File: src/design/lodg_pkg.sv
// Shared types, codes, constants and helpers of the log-odds occupancy grid.
package lodg_pkg;

   // Default grid extent (cells per row, rows).
   localparam int MAX_WIDTH_DEF  = 256;
   localparam int MAX_HEIGHT_DEF = 256;

   // Entries in the command queue between front and back (power of two).
   localparam int QUEUE_DEPTH = 4;

   // Field widths
   localparam int SIZE_W     = 9;
   localparam int INC_W      = 14;
   localparam int VAL_W      = 16;
   localparam int CSR_IDX_W  = 2;
   localparam int CSR_DATA_W = 16;

   // Operation codes on req_op
   localparam logic [1:0] OP_OCCUPIED = 2'd0;
   localparam logic [1:0] OP_FREE     = 2'd1;
   localparam logic [1:0] OP_QUERY    = 2'd2;

   // Cell class codes on rsp_cell_class
   localparam logic [1:0] CLASS_FREE     = 2'd0;
   localparam logic [1:0] CLASS_OCCUPIED = 2'd1;
   localparam logic [1:0] CLASS_UNKNOWN  = 2'd2;

   // Register indexes on the csr port
   localparam logic [CSR_IDX_W-1:0] CSR_MAP_WIDTH  = 2'd0;
   localparam logic [CSR_IDX_W-1:0] CSR_MAP_HEIGHT = 2'd1;
   localparam logic [CSR_IDX_W-1:0] CSR_OCC_INC    = 2'd2;
   localparam logic [CSR_IDX_W-1:0] CSR_FREE_INC   = 2'd3;

   // Register reset values
   localparam logic [SIZE_W-1:0]        MAP_WIDTH_RESET  = 9'd256;
   localparam logic [SIZE_W-1:0]        MAP_HEIGHT_RESET = 9'd256;
   localparam logic signed [INC_W-1:0]  OCC_INC_RESET    = 14'sd562;
   localparam logic signed [INC_W-1:0]  FREE_INC_RESET   = -14'sd104;

   // Occupied hits only accumulate while the cell is below 50.0 in Q8.8.
   localparam logic signed [VAL_W-1:0] OCC_LIMIT = 16'sd12800;

   // What the back end does to the cell
   typedef enum logic [1:0] {
      KIND_NONE,
      KIND_OCC,
      KIND_FREE
   } kind_type;

   // Classified command travelling through the queue (address rides beside it)
   typedef struct packed {
      logic     in_map;
      kind_type kind;
   } cmd_type;

   // Configuration register file
   typedef struct packed {
      logic [SIZE_W-1:0]       map_width;
      logic [SIZE_W-1:0]       map_height;
      logic signed [INC_W-1:0] occ_inc;
      logic signed [INC_W-1:0] free_inc;
   } cfg_type;

   // Queue fill status
   typedef struct packed {
      logic full;
      logic empty;
   } queue_status_type;

   // Saturating add of a 14-bit increment onto a 16-bit cell value
   function automatic logic signed [VAL_W-1:0] sat_add(
      input logic signed [VAL_W-1:0] a,
      input logic signed [INC_W-1:0] b
   );
      logic [VAL_W:0] s;
      s = {a[VAL_W-1], a} + {{(VAL_W+1-INC_W){b[INC_W-1]}}, b};
      if (s[VAL_W] != s[VAL_W-1]) begin
         return s[VAL_W] ? {1'b1, {(VAL_W-1){1'b0}}} : {1'b0, {(VAL_W-1){1'b1}}};
      end
      return s[VAL_W-1:0];
   endfunction

   // Class of a cell value: negative free, positive occupied, zero unknown
   function automatic logic [1:0] cell_class_of(input logic signed [VAL_W-1:0] v);
      logic [1:0] c;
      if (v > 0) begin
         c = CLASS_OCCUPIED;
      end else if (v < 0) begin
         c = CLASS_FREE;
      end else begin
         c = CLASS_UNKNOWN;
      end
      return c;
   endfunction

endpackage

File: src/design/lodg_front.sv
// Front end: takes request transfers, bounds-checks them and queues a command.
module lodg_front #(
   parameter int MAX_WIDTH  = lodg_pkg::MAX_WIDTH_DEF,
   parameter int MAX_HEIGHT = lodg_pkg::MAX_HEIGHT_DEF,
   parameter int ADDR_W     = $clog2(MAX_WIDTH * MAX_HEIGHT)
) (
   input  logic                      req_valid,
   output logic                      req_stall,
   input  logic [1:0]                req_op,
   input  logic [7:0]                req_cell_x,
   input  logic [7:0]                req_cell_y,
   input  lodg_pkg::cfg_type         cfg,
   input  lodg_pkg::queue_status_type q_status,
   input  logic                      clear_busy,
   output logic                      push,
   output lodg_pkg::cmd_type         push_cmd,
   output logic [ADDR_W-1:0]         push_addr
);

   logic in_x;
   logic in_y;

   // Hold off while the grid is being cleared or the queue has no room
   assign req_stall = clear_busy | q_status.full;
   assign push      = req_valid & ~req_stall;

   // Effective size is the smaller of the register and the grid extent
   assign in_x = (int'(req_cell_x) < int'(cfg.map_width)) && (int'(req_cell_x) < MAX_WIDTH);
   assign in_y = (int'(req_cell_y) < int'(cfg.map_height)) && (int'(req_cell_y) < MAX_HEIGHT);

   // Classify the operation; out-of-map cells are never touched
   always_comb begin
      push_cmd.in_map = in_x & in_y;
      case (req_op)
         lodg_pkg::OP_OCCUPIED: push_cmd.kind = lodg_pkg::KIND_OCC;
         lodg_pkg::OP_FREE:     push_cmd.kind = lodg_pkg::KIND_FREE;
         default:               push_cmd.kind = lodg_pkg::KIND_NONE;
      endcase
      if (!(in_x & in_y)) begin
         push_cmd.kind = lodg_pkg::KIND_NONE;
      end
   end

   // Row-major cell address
   assign push_addr = ADDR_W'(int'(req_cell_y) * MAX_WIDTH + int'(req_cell_x));

endmodule

File: config.mk
export PLATFORM = sky130hd
export DESIGN_NAME = lodg_front
export DESIGN_NICKNAME = d
export VERILOG_FILES = /design/src/design/lodg_pkg.sv /design/src/design/lodg_front.sv
export SDC_FILE = /design/constraint.sdc
export NUM_CORES = 1
export LEC_CHECK = 0
export BUFFER_PORTS_ARGS = -buffer_cell sky130_fd_sc_hd__buf_2
export CORE_MARGIN = 2
export CORE_UTILIZATION = 31
export DETAILED_ROUTE_END_ITERATION = 10
export PLACE_DENSITY = 0.9
export SLEW_MARGIN = 20
export SYNTH_ARGS = -nofsm -noshare
export SYNTH_HDL_FRONTEND = slang
export SYNTH_SLANG_ARGS = --single-unit
File: constraint.sdc
create_clock -name vclk -period 3.3
set_input_delay 0.495 -clock vclk [all_inputs]
set_output_delay 0.495 -clock vclk [all_outputs]
set_load 0.02 [all_outputs]
# Word-level counts from Yosys, hierarchy flattened
# Index checks and enable logic that the tools add are counted.
# Widths: inputs -> output; s select.
[op_classes] addsub=1 magnitude_cmp=2 eq_ne=1 mux=2 n_bitwise=4 n_reduce_logical=1
[ops] op="$lt 8x9->1" count=2
[ops] op="$add 16x8->16" count=1
[ops] op="$pmux 2 s2" count=1
[ops] op="$and 1x1->1" count=2
[ops] op="$eq 2x1->1 const B" count=1
[ops] op="$logic_not 2->1" count=1
[ops] op="$mux 2" count=1
[ops] op="$not 1->1" count=1
[ops] op="$or 1x1->1" count=1
[totals] reg_bits=0 input_bits=68 elab_cells=11

# Depth between registers and ports, before layout
[logic_depth] word_depth=3 mapped_depth=7

# Least setup slack after synthesis
# Ideal clock, no wire load.
[synth_timing] path_type="input to output" from="input cfg[35] (netlist name)" to="output push_cmd[0] (netlist name)" arrival_ps=1873 required_ps=2805 setup_slack_ps=932 path_stages=6 n_path_buf=0 cell_sequence="inv_1 ha_1 and4b_1 nand4_1 nand2_1 nor4_1"
[synth_lines] item="from (decl)" line_no="lodg_front.sv:12" source="input lodg_pkg::cfg_type cfg,"
[synth_lines] item="to (decl)" line_no="lodg_front.sv:16" source="output lodg_pkg::cmd_type push_cmd,"

==> impl_metrics.ini <==
[timing]
fin_crit_sh = 0.722
rsz0062_at_grt = false
setup_viol = 0
finalHoldViolations = 0
slew_violations = 0
fin_tns_setup_ps = 0
max_freq_mhz = 420
relSlewSlack = 0.796
tightest_slew_ps = 304
final.min_clock_period_ps = 2380

[logic_synthesis]
synth.distinct_cells = 18
yosys_warnings = 0
syn-cell-area_um2 = 519
syn_inst = 74
syn_nets = 156
syn_area_per_cell_um2 = 7.02
seq_area_frac_synth = 0

[cells_and_area]
multi_input_area_um2 = 343
layout_commonest_cell = buf_2
mostFrequentLayoutCells = buf_2, inv_1, ha_1
seqCellArea_um2 = 0
n_fill_cell = 167
diodes = 0
nets = 202
nClkBuffers = 0
drive_above_1_share = 0.525
final_area_um2 = 719
areaGrowthSynthToFinish_pct = 38.6
numSequentialCells = 0

[place]
port_buffers = 60
hpwl_mm = 1.24
placed_cell_area_um2 = 719
place.gp.congestion = 0.709

[pwr]
p_sw_frac = 0.546
clkPwrFrac = 0
power_switching_w = 0.0000541
internal_power_w = 0.0000450
worst_ir_drop_vdd_uv = 63.3
power_density_nw_per_um2 = 138
power_frac_seq = 0
power_frac_comb = 1.000
power.static_leakage_nw = 0.488

[clock_tree]
hold_buffers = 0
postCtsResizedCells = 0
cts_setup_buffers = 0

[grt]
grt_pass1_wl_mm = 2.01
grt_util_all_layers = 0.125
antenna_found_initial = 0
grt_max_degree = 4
grt_overflow = 0
grt_pass1_vias = 581

[setup_path]
endpoint_kind = output pin
crit_slowest_cell = ha_1
path_class = input pin to output pin
required_ps = 2800
crit_chain = buf_2, ha_1, a21oi_1, a21oi_1, nor2_1, o21ai_1, nor4_1, buf_2
worst-path-max-fanout = 3
worstSetupStartpointType = input pin
crit_arrival_ps = 1890
cp_slowest_stage_delay_ps = 320

[floorplanning]
ios = 89
core_um2 = 1540
start_util = 0.337
dieArea_um2 = 2020
die_height_um = 44.9
die_w_um = 44.9
rows = 14

[hold_path]
hp-class = input pin to output pin

[routing]
drc = 0
drtAntennaViolNets = 0
vias_per_cell = 4.78
drt_iter0_markers = 2
wl_mm = 1.26
vias = 640
firstDrtPassIters = 2
wl_per_cell_um = 9.37

[status]
outcome = finished, final reports clean

[job]
drv_cap = 0
[worst paths after layout]
path | from | endpoint | slack [ps] | cells after the start
max | req_cell_x[7] | push_cmd[0] | 920 | 8
min | req_cell_y[7] | push_addr[15] | 1230 | 2
[cell usage after synthesis]
master | count | share of area
a21o_1 | 1 | 0.014
a21oi_1 | 6 | 0.058
a31oi_1 | 1 | 0.012
and2_0 | 1 | 0.012
and4b_1 | 1 | 0.019
buf_4 | 16 | 0.23
ha_1 | 14 | 0.34
inv_1 | 15 | 0.11
nand2_1 | 3 | 0.022
nand3_1 | 2 | 0.019
nand4_1 | 1 | 0.012
nand4b_1 | 1 | 0.017
nor2_1 | 3 | 0.022
nor2b_1 | 2 | 0.024
nor4_1 | 1 | 0.012
nor4b_2 | 1 | 0.029
o21ai_1 | 4 | 0.039
or2_2 | 1 | 0.012
[metrics by stage]
| stage | util | setup slack (ps) | cells | hold WS [ps] | power, W |
|---|---|---|---|---|---|
| after floorplan | - | 932 | 74 | 1040 | 0.0000677 |
| final | 0.467 | 919 | 134 | 1230 | 0.0000991 |
| after global placement | 0.467 | 961 | 134 | 1220 | 0.0000953 |
| after CTS | 0.467 | 896 | 134 | 1230 | 0.000101 |
| after detailed placement | 0.467 | 907 | 134 | 1230 | 0.000100 |
| after global routing | 0.467 | 739 | 134 | 1230 | 0.000113 |
[critical path: cells and delay by family]
| family | cells | cell delay, ps |
|---|---|---|
| and+or+nand+nor | 2 | 340 |
| adders and majority gates | 1 | 320 |
| AOI/OAI and AO/OA | 3 | 400 |
| buffers and inverters | 2 | 320 |
[layer usage]
| metal | vias to the layer above | track usage | wire, um |
|---|---|---|---|
| met5 | - | 0 | 0 |
| met4 | 0 | 0 | 0 |
| met3 | 0 | 0.0160 | 168 |
| met2 | 40 | 0.291 | 694 |
| met1 | 280 | 0.113 | 393 |
| li1 | 320 | - | - |
[cell families after synthesis]
group                    after synthesis  share of synthesized area
AO/OA/AOI/OAI                         12                      0.123
AND/OR/NAND/NOR                       17                      0.200
buffers and inverters                 31                      0.340
adder cells (fa/ha/maj)               14                      0.337
[cell type report]
| class | count | area share |
|---|---|---|
| well taps | 16 | 0.0278 |
| multi-input cells | 43 | 0.477 |
| repair buffers | 60 | 0.417 |
| inverters | 15 | 0.0783 |
[power by group through the flow]
stage          Clock (W)  Sequential (W)  Combinational, W
6_report               0               0         0.0000991
5_1_grt                0               0          0.000113
4_1_cts                0               0          0.000101
3_5_place_dp           0               0          0.000100
3_3_place_gp           0               0         0.0000953
2_1_floorplan          0               0         0.0000677
(Power assumes the default switching activity.)
