===== config.mk =====
export PLATFORM = sky130hd
export DESIGN_NAME = lodg_queue
export DESIGN_NICKNAME = d
export VERILOG_FILES = /design/src/design/lodg_pkg.sv /design/src/design/lodg_queue.sv
export SDC_FILE = /design/constraint.sdc
export NUM_CORES = 1
export LEC_CHECK = 0
export BUFFER_PORTS_ARGS = -buffer_cell sky130_fd_sc_hd__buf_2
export CORE_ASPECT_RATIO = 1.2
export CORE_MARGIN = 2
export CORE_UTILIZATION = 52
export DETAILED_ROUTE_END_ITERATION = 16
export PLACE_DENSITY = 0.7
export SLEW_MARGIN = 20
export SYNTH_ARGS = -nofsm -noshare
export SYNTH_HDL_FRONTEND = slang
export SYNTH_SLANG_ARGS = --single-unit

===== constraint.sdc =====
create_clock -name clock -period 3.13 [get_ports clock]
set_input_delay 0.939 -clock clock [delete_from_list [all_inputs] [get_ports clock]]
set_output_delay 0.939 -clock clock [all_outputs]
set_load 0.05 [all_outputs]

===== src/design/lodg_pkg.sv =====
// Shared types, codes, constants and helpers of the log-odds occupancy grid.
package lodg_pkg;

   // Default grid extent (cells per row, rows).
   localparam int MAX_WIDTH_DEF  = 256;
   localparam int MAX_HEIGHT_DEF = 256;

   // Entries in the command queue between front and back (power of two).
   localparam int QUEUE_DEPTH = 4;

   // Field widths
   localparam int SIZE_W     = 9;
   localparam int INC_W      = 14;
   localparam int VAL_W      = 16;
   localparam int CSR_IDX_W  = 2;
   localparam int CSR_DATA_W = 16;

   // Operation codes on req_op
   localparam logic [1:0] OP_OCCUPIED = 2'd0;
   localparam logic [1:0] OP_FREE     = 2'd1;
   localparam logic [1:0] OP_QUERY    = 2'd2;

   // Cell class codes on rsp_cell_class
   localparam logic [1:0] CLASS_FREE     = 2'd0;
   localparam logic [1:0] CLASS_OCCUPIED = 2'd1;
   localparam logic [1:0] CLASS_UNKNOWN  = 2'd2;

   // Register indexes on the csr port
   localparam logic [CSR_IDX_W-1:0] CSR_MAP_WIDTH  = 2'd0;
   localparam logic [CSR_IDX_W-1:0] CSR_MAP_HEIGHT = 2'd1;
   localparam logic [CSR_IDX_W-1:0] CSR_OCC_INC    = 2'd2;
   localparam logic [CSR_IDX_W-1:0] CSR_FREE_INC   = 2'd3;

   // Register reset values
   localparam logic [SIZE_W-1:0]        MAP_WIDTH_RESET  = 9'd256;
   localparam logic [SIZE_W-1:0]        MAP_HEIGHT_RESET = 9'd256;
   localparam logic signed [INC_W-1:0]  OCC_INC_RESET    = 14'sd562;
   localparam logic signed [INC_W-1:0]  FREE_INC_RESET   = -14'sd104;

   // Occupied hits only accumulate while the cell is below 50.0 in Q8.8.
   localparam logic signed [VAL_W-1:0] OCC_LIMIT = 16'sd12800;

   // What the back end does to the cell
   typedef enum logic [1:0] {
      KIND_NONE,
      KIND_OCC,
      KIND_FREE
   } kind_type;

   // Classified command travelling through the queue (address rides beside it)
   typedef struct packed {
      logic     in_map;
      kind_type kind;
   } cmd_type;

   // Configuration register file
   typedef struct packed {
      logic [SIZE_W-1:0]       map_width;
      logic [SIZE_W-1:0]       map_height;
      logic signed [INC_W-1:0] occ_inc;
      logic signed [INC_W-1:0] free_inc;
   } cfg_type;

   // Queue fill status
   typedef struct packed {
      logic full;
      logic empty;
   } queue_status_type;

   // Saturating add of a 14-bit increment onto a 16-bit cell value
   function automatic logic signed [VAL_W-1:0] sat_add(
      input logic signed [VAL_W-1:0] a,
      input logic signed [INC_W-1:0] b
   );
      logic [VAL_W:0] s;
      s = {a[VAL_W-1], a} + {{(VAL_W+1-INC_W){b[INC_W-1]}}, b};
      if (s[VAL_W] != s[VAL_W-1]) begin
         return s[VAL_W] ? {1'b1, {(VAL_W-1){1'b0}}} : {1'b0, {(VAL_W-1){1'b1}}};
      end
      return s[VAL_W-1:0];
   endfunction

   // Class of a cell value: negative free, positive occupied, zero unknown
   function automatic logic [1:0] cell_class_of(input logic signed [VAL_W-1:0] v);
      logic [1:0] c;
      if (v > 0) begin
         c = CLASS_OCCUPIED;
      end else if (v < 0) begin
         c = CLASS_FREE;
      end else begin
         c = CLASS_UNKNOWN;
      end
      return c;
   endfunction

endpackage


===== src/design/lodg_queue.sv =====
// Short command queue decoupling the front end from the back end.
module lodg_queue #(
   parameter int DATA_W = 8
) (
   input  logic                       clock,
   input  logic                       reset,
   input  logic                       push,
   input  logic [DATA_W-1:0]          push_data,
   input  logic                       pop,
   output logic [DATA_W-1:0]          pop_data,
   output lodg_pkg::queue_status_type status
);

   localparam int PTR_W = $clog2(lodg_pkg::QUEUE_DEPTH);
   localparam int CNT_W = PTR_W + 1;

   logic [DATA_W-1:0] entry_ff [lodg_pkg::QUEUE_DEPTH];
   logic [PTR_W-1:0]  wr_ptr_ff;
   logic [PTR_W-1:0]  rd_ptr_ff;
   logic [CNT_W-1:0]  count_ff;
   logic [CNT_W-1:0]  count_in;

   assign status.full  = (count_ff == CNT_W'(lodg_pkg::QUEUE_DEPTH));
   assign status.empty = (count_ff == '0);
   assign pop_data     = entry_ff[rd_ptr_ff];

   // Fill count follows push and pop
   always_comb begin
      count_in = count_ff;
      if (push && !pop) begin
         count_in = count_ff + 1'b1;
      end else if (pop && !push) begin
         count_in = count_ff - 1'b1;
      end
   end

   // Pointers and count
   always_ff @(posedge clock) begin
      if (reset) begin
         wr_ptr_ff <= '0;
         rd_ptr_ff <= '0;
         count_ff  <= '0;
      end else begin
         count_ff <= count_in;
         if (push) begin
            wr_ptr_ff <= wr_ptr_ff + 1'b1;
         end
         if (pop) begin
            rd_ptr_ff <= rd_ptr_ff + 1'b1;
         end
      end
   end

   // Entry storage
   always_ff @(posedge clock) begin
      if (push) begin
         entry_ff[wr_ptr_ff] <= push_data;
      end
   end

endmodule


# Word level (Yosys, flattened, before mapping)
# Memory sizes are Yosys's and may differ from the RTL's. A register that Yosys moved wholly into a read port is not among the register bits.
# Index checks and enable logic that the tools add are counted.
# totals
input_bits,12
ff_bits,7
mem_bits_rw,32
memories,1
# mem_list
name,depth,width,read_ports,rd_clocked_by_memory_dff,write_ports,line,rtl
entry_ff,4,8,1,1,1,lodg_queue.sv:17,logic [DATA_W-1:0] entry_ff [lodg_pkg::QUEUE_DEPTH];
# classes
n_addsub,4
mux,6
n_reduce_logical,6
eq_ne,1
# op_table
op,n
2-to-1 mux 3 bit,2
adder 2 x 1 -> 2 bit (second input constant),2
2-to-1 mux 2 bit,2
adder 3 x 1 -> 3 bit (second input constant),1
equality test 3 bit (second input constant),1
logical NOT 3 bit,1
subtractor 3 x 1 -> 3 bit (second input constant),1
logical AND 1 bit,2
logical NOT 1 bit,2
2-to-1 mux 1 bit,2
nonzero test 2 bit,1

# Logic depth before layout (Yosys ltp)
# depth
word_depth,4
mapped_depth,7

# Least setup slack after synthesis
# OpenSTA, ideal clock, no wires.
# synth_timing
path_kind,flip-flop to output port
from,reg count_ff[1]
to,out status[1] (netlist name)
arrival_ps,1502
required_ps,2191
path_stages_with_launch,2
path_buffers,0
path_slack_ps,689
path_cell_list,dfxtp_1 > nor3b_1
# synth_rtl
element,line,rtl
"start, declared",lodg_queue.sv:20,logic [CNT_W-1:0] count_ff;
"start signal, assigned",lodg_queue.sv:44,count_ff <= count_in;
"end, declared",lodg_queue.sv:11,output lodg_pkg::queue_status_type status

==> results.toml <==
[critical_path]
required_ps = 2190
r2r_end = "count_ff[2]"
cp-end-kind = "output pin"
cp_data_arrival_time_ps = 1820
ff2ff_setup_slack_ps = 1630
timing.rr.start = "count_ff[0]"
worstRegToRegCells = 4
worst-path-max-fanout = 8
startpoint_type = "register"
path_class = "register to output pin"

[cts]
cts.sinks = 41
cts_setup_buffers = 0
root_buffer = "clkbuf_4"
tritoncts = "built"
cts.reportedPaths.clkPinSlew_ps = 120
cts_made_buffers = 5
ctsHoldBuffers = 0
worstSkewPairLatency_ps = 340
h-tree-depth = 2
post_cts_resized = 0
ctsLongestPathBuffers = 2

[routing]
vias_per_cell = 5.281
vias = 771
dr.first_iter.drc_count = 19
firstDrtPassIters = 4
finalWirelength_um = 2221
final_antenna_net_count = 0
drc = 0
post_drt_wl_per_cell_um = 15.21

[placed_design]
port_buffers = 21
hpwl_um = 1614
finalWeightedCongestion = 0.6324
dp_cells = 138

[synthesis]
yosysWarnings = 0
yosysUniqueCellTypes = 20
ys_ff_latch = 41
synth_cells = 86
syn_area_per_cell_um2 = 18.45
yosysSeqAreaShare_pct = 71.92
synth_nets = 104
syn_area_mm2 = 0.001587

[job]
drv_cap = 0

[timing]
relSlewSlack_pct = 63.85
finalHoldViolCount = 0
tightest_slew_ps = 541.5
period_share_pct = 88.30
finalSetupViolations = 0
rsz0062_at_grt = "false"
max_clock_freq_mhz = 361.8
drv_slew = 0
setup_tns_ps = 0
worst_clock_skew_ps = 6.032
period_needed_ps = 2764

[die]
design.die.area_mm2 = 0.003511
core_mm2 = 0.002838
ioPinCount = 22
num_rows = 21
initial_core_util_pct = 55.91
die_y_um = 64.51
dieWidth_um = 54.43

[power]
irDropWorstVdd_mv = 0.3753
power.density_mw_per_mm2 = 617.4
p_leak_nw = 0.6463

[hold_path]
hold_depth = 2
hold_class = "register to register"
min-delay-start = "rd_ptr_ff[0]"

[grt]
grt_pass1_wl_um = 3781
grt_pass1_vias = 873
track_usage_pct = 15.96
grt_overflow = 0
antenna_found_initial = 0
grt_max_degree = 15

[cells_and_area]
syn2layout_area_growth_pct = 11.75
nets = 129
fillers = 211
drive_gt1_share_pct = 33.04
stdcell_count = 146
n_antenna_cell = 0

[run_status]
run_status = "finished clean"
-- power by group --
| part | internal [mW] | total, mW | switching [mW] | leakage, nW |
|---|---|---|---|---|
| clock network | 0.0876 | 0.253 | 0.165 | 0.0278 |
| registers | 0.621 | 0.647 | 0.0258 | 0.368 |
| logic | 0.0660 | 0.195 | 0.129 | 0.250 |
| total | 0.775 | 1.09 | 0.320 | 0.646 |
-- critical path, cell delays in order (launching register included) --
cell and delay, ps:
dfxtp_1 680, mux4_2 570, buf_2 230
-- worst max path at each step --
| stage | end | cells past startpoint |
|---|---|---|
| floorplan | status[1] | 1 |
| global placement | pop_data[7] | 2 |
| detailed placement | count_ff[2] | 7 |
| CTS | pop_data[1] | 2 |
| global route | pop_data[0] | 2 |
| finish | pop_data[1] | 2 |
-- per-layer routing --
layer	vias to the layer above	wire (um)	global-route usage, %
met2	19	1165	26.20
li1	370	-	-
met5	-	0	0
met1	377	909	17.75
met3	5	95	5.300
met4	0	51	8.438
-- kinds of logic after synthesis --
logic type      after synthesis  synth area share, %
buf+inv                       7                2.207
compound gates                2               0.6303
fa+ha+maj                     6                5.205
xor+xnor                      5                2.761
mux                          10                12.62
flops                        41                71.92
simple gates                 15                4.653
-- area by class of cell --
cell class              count  area, um2  area share, %
multi-input cells          38      410.4          23.15
flip-flops and latches     41       1141          64.36
inverters                   4      15.01         0.8469
clock inverters             3      21.27          1.200
clock buffers               5      37.54          2.117
well taps                  34      42.54          2.399
repair buffers             21      105.1          5.928
-- state kept, by name, summed over array words and instances (netlist names), named ones only --
| name | count |
|---|---|
| wr_ptr_ff | 2 |
| count_ff | 3 |
| entry_ff | 32 |
| rd_ptr_ff | 2 |
-- Yosys cell counts (all sizes together) --
cell	count	share of area (%)
a21oi	1	0.32
and2	4	1.6
buf	1	0.71
clkbuf	2	0.55
dfxtp	9	11
edfxtp	32	61
fa	1	1.3
ha	5	3.9
inv	4	0.95
mux2i	2	1.3
mux4	8	11
nand2	1	0.24
nor2	7	1.7
nor3	1	0.32
nor3b	1	0.47
o21ai	1	0.32
or3	1	0.39
xnor2	2	1.1
xor2	3	1.7
-- stage by stage --
step	utilization (%)	setup WS (ps)	instance area (um2)	hold WS [ps]	power, mW
6_report	62.48	366.1	1773	546.9	1.095
5_1_grt	62.48	206.7	1773	589.7	1.154
2_1_floorplan	-	689.2	1587	466.3	0.8106
4_1_cts	62.48	311.9	1773	556.4	1.112
3_5_place_dp	60.41	708.4	1714	524.9	0.8574
3_3_place_gp	60.41	742.4	1714	478.4	0.8483
-- cells in the final DEF (no fill, tap or decap) --
cell type	count
nor3b_1	1
inv_4	1
ha_1	5
buf_2	21
mux2i_1	2
clkbuf_4	5
nand2_1	1
nor2_1	7
xor2_1	3
nor3_1	1
edfxtp_1	32
xnor2_1	2
and2_1	4
or3_1	1
mux4_2	8
clkinvlp_4	2
inv_1	4
o21ai_0	1
a21oi_1	1
fa_1	1
dfxtp_1	9
Power figures use the tool's default switching activity.
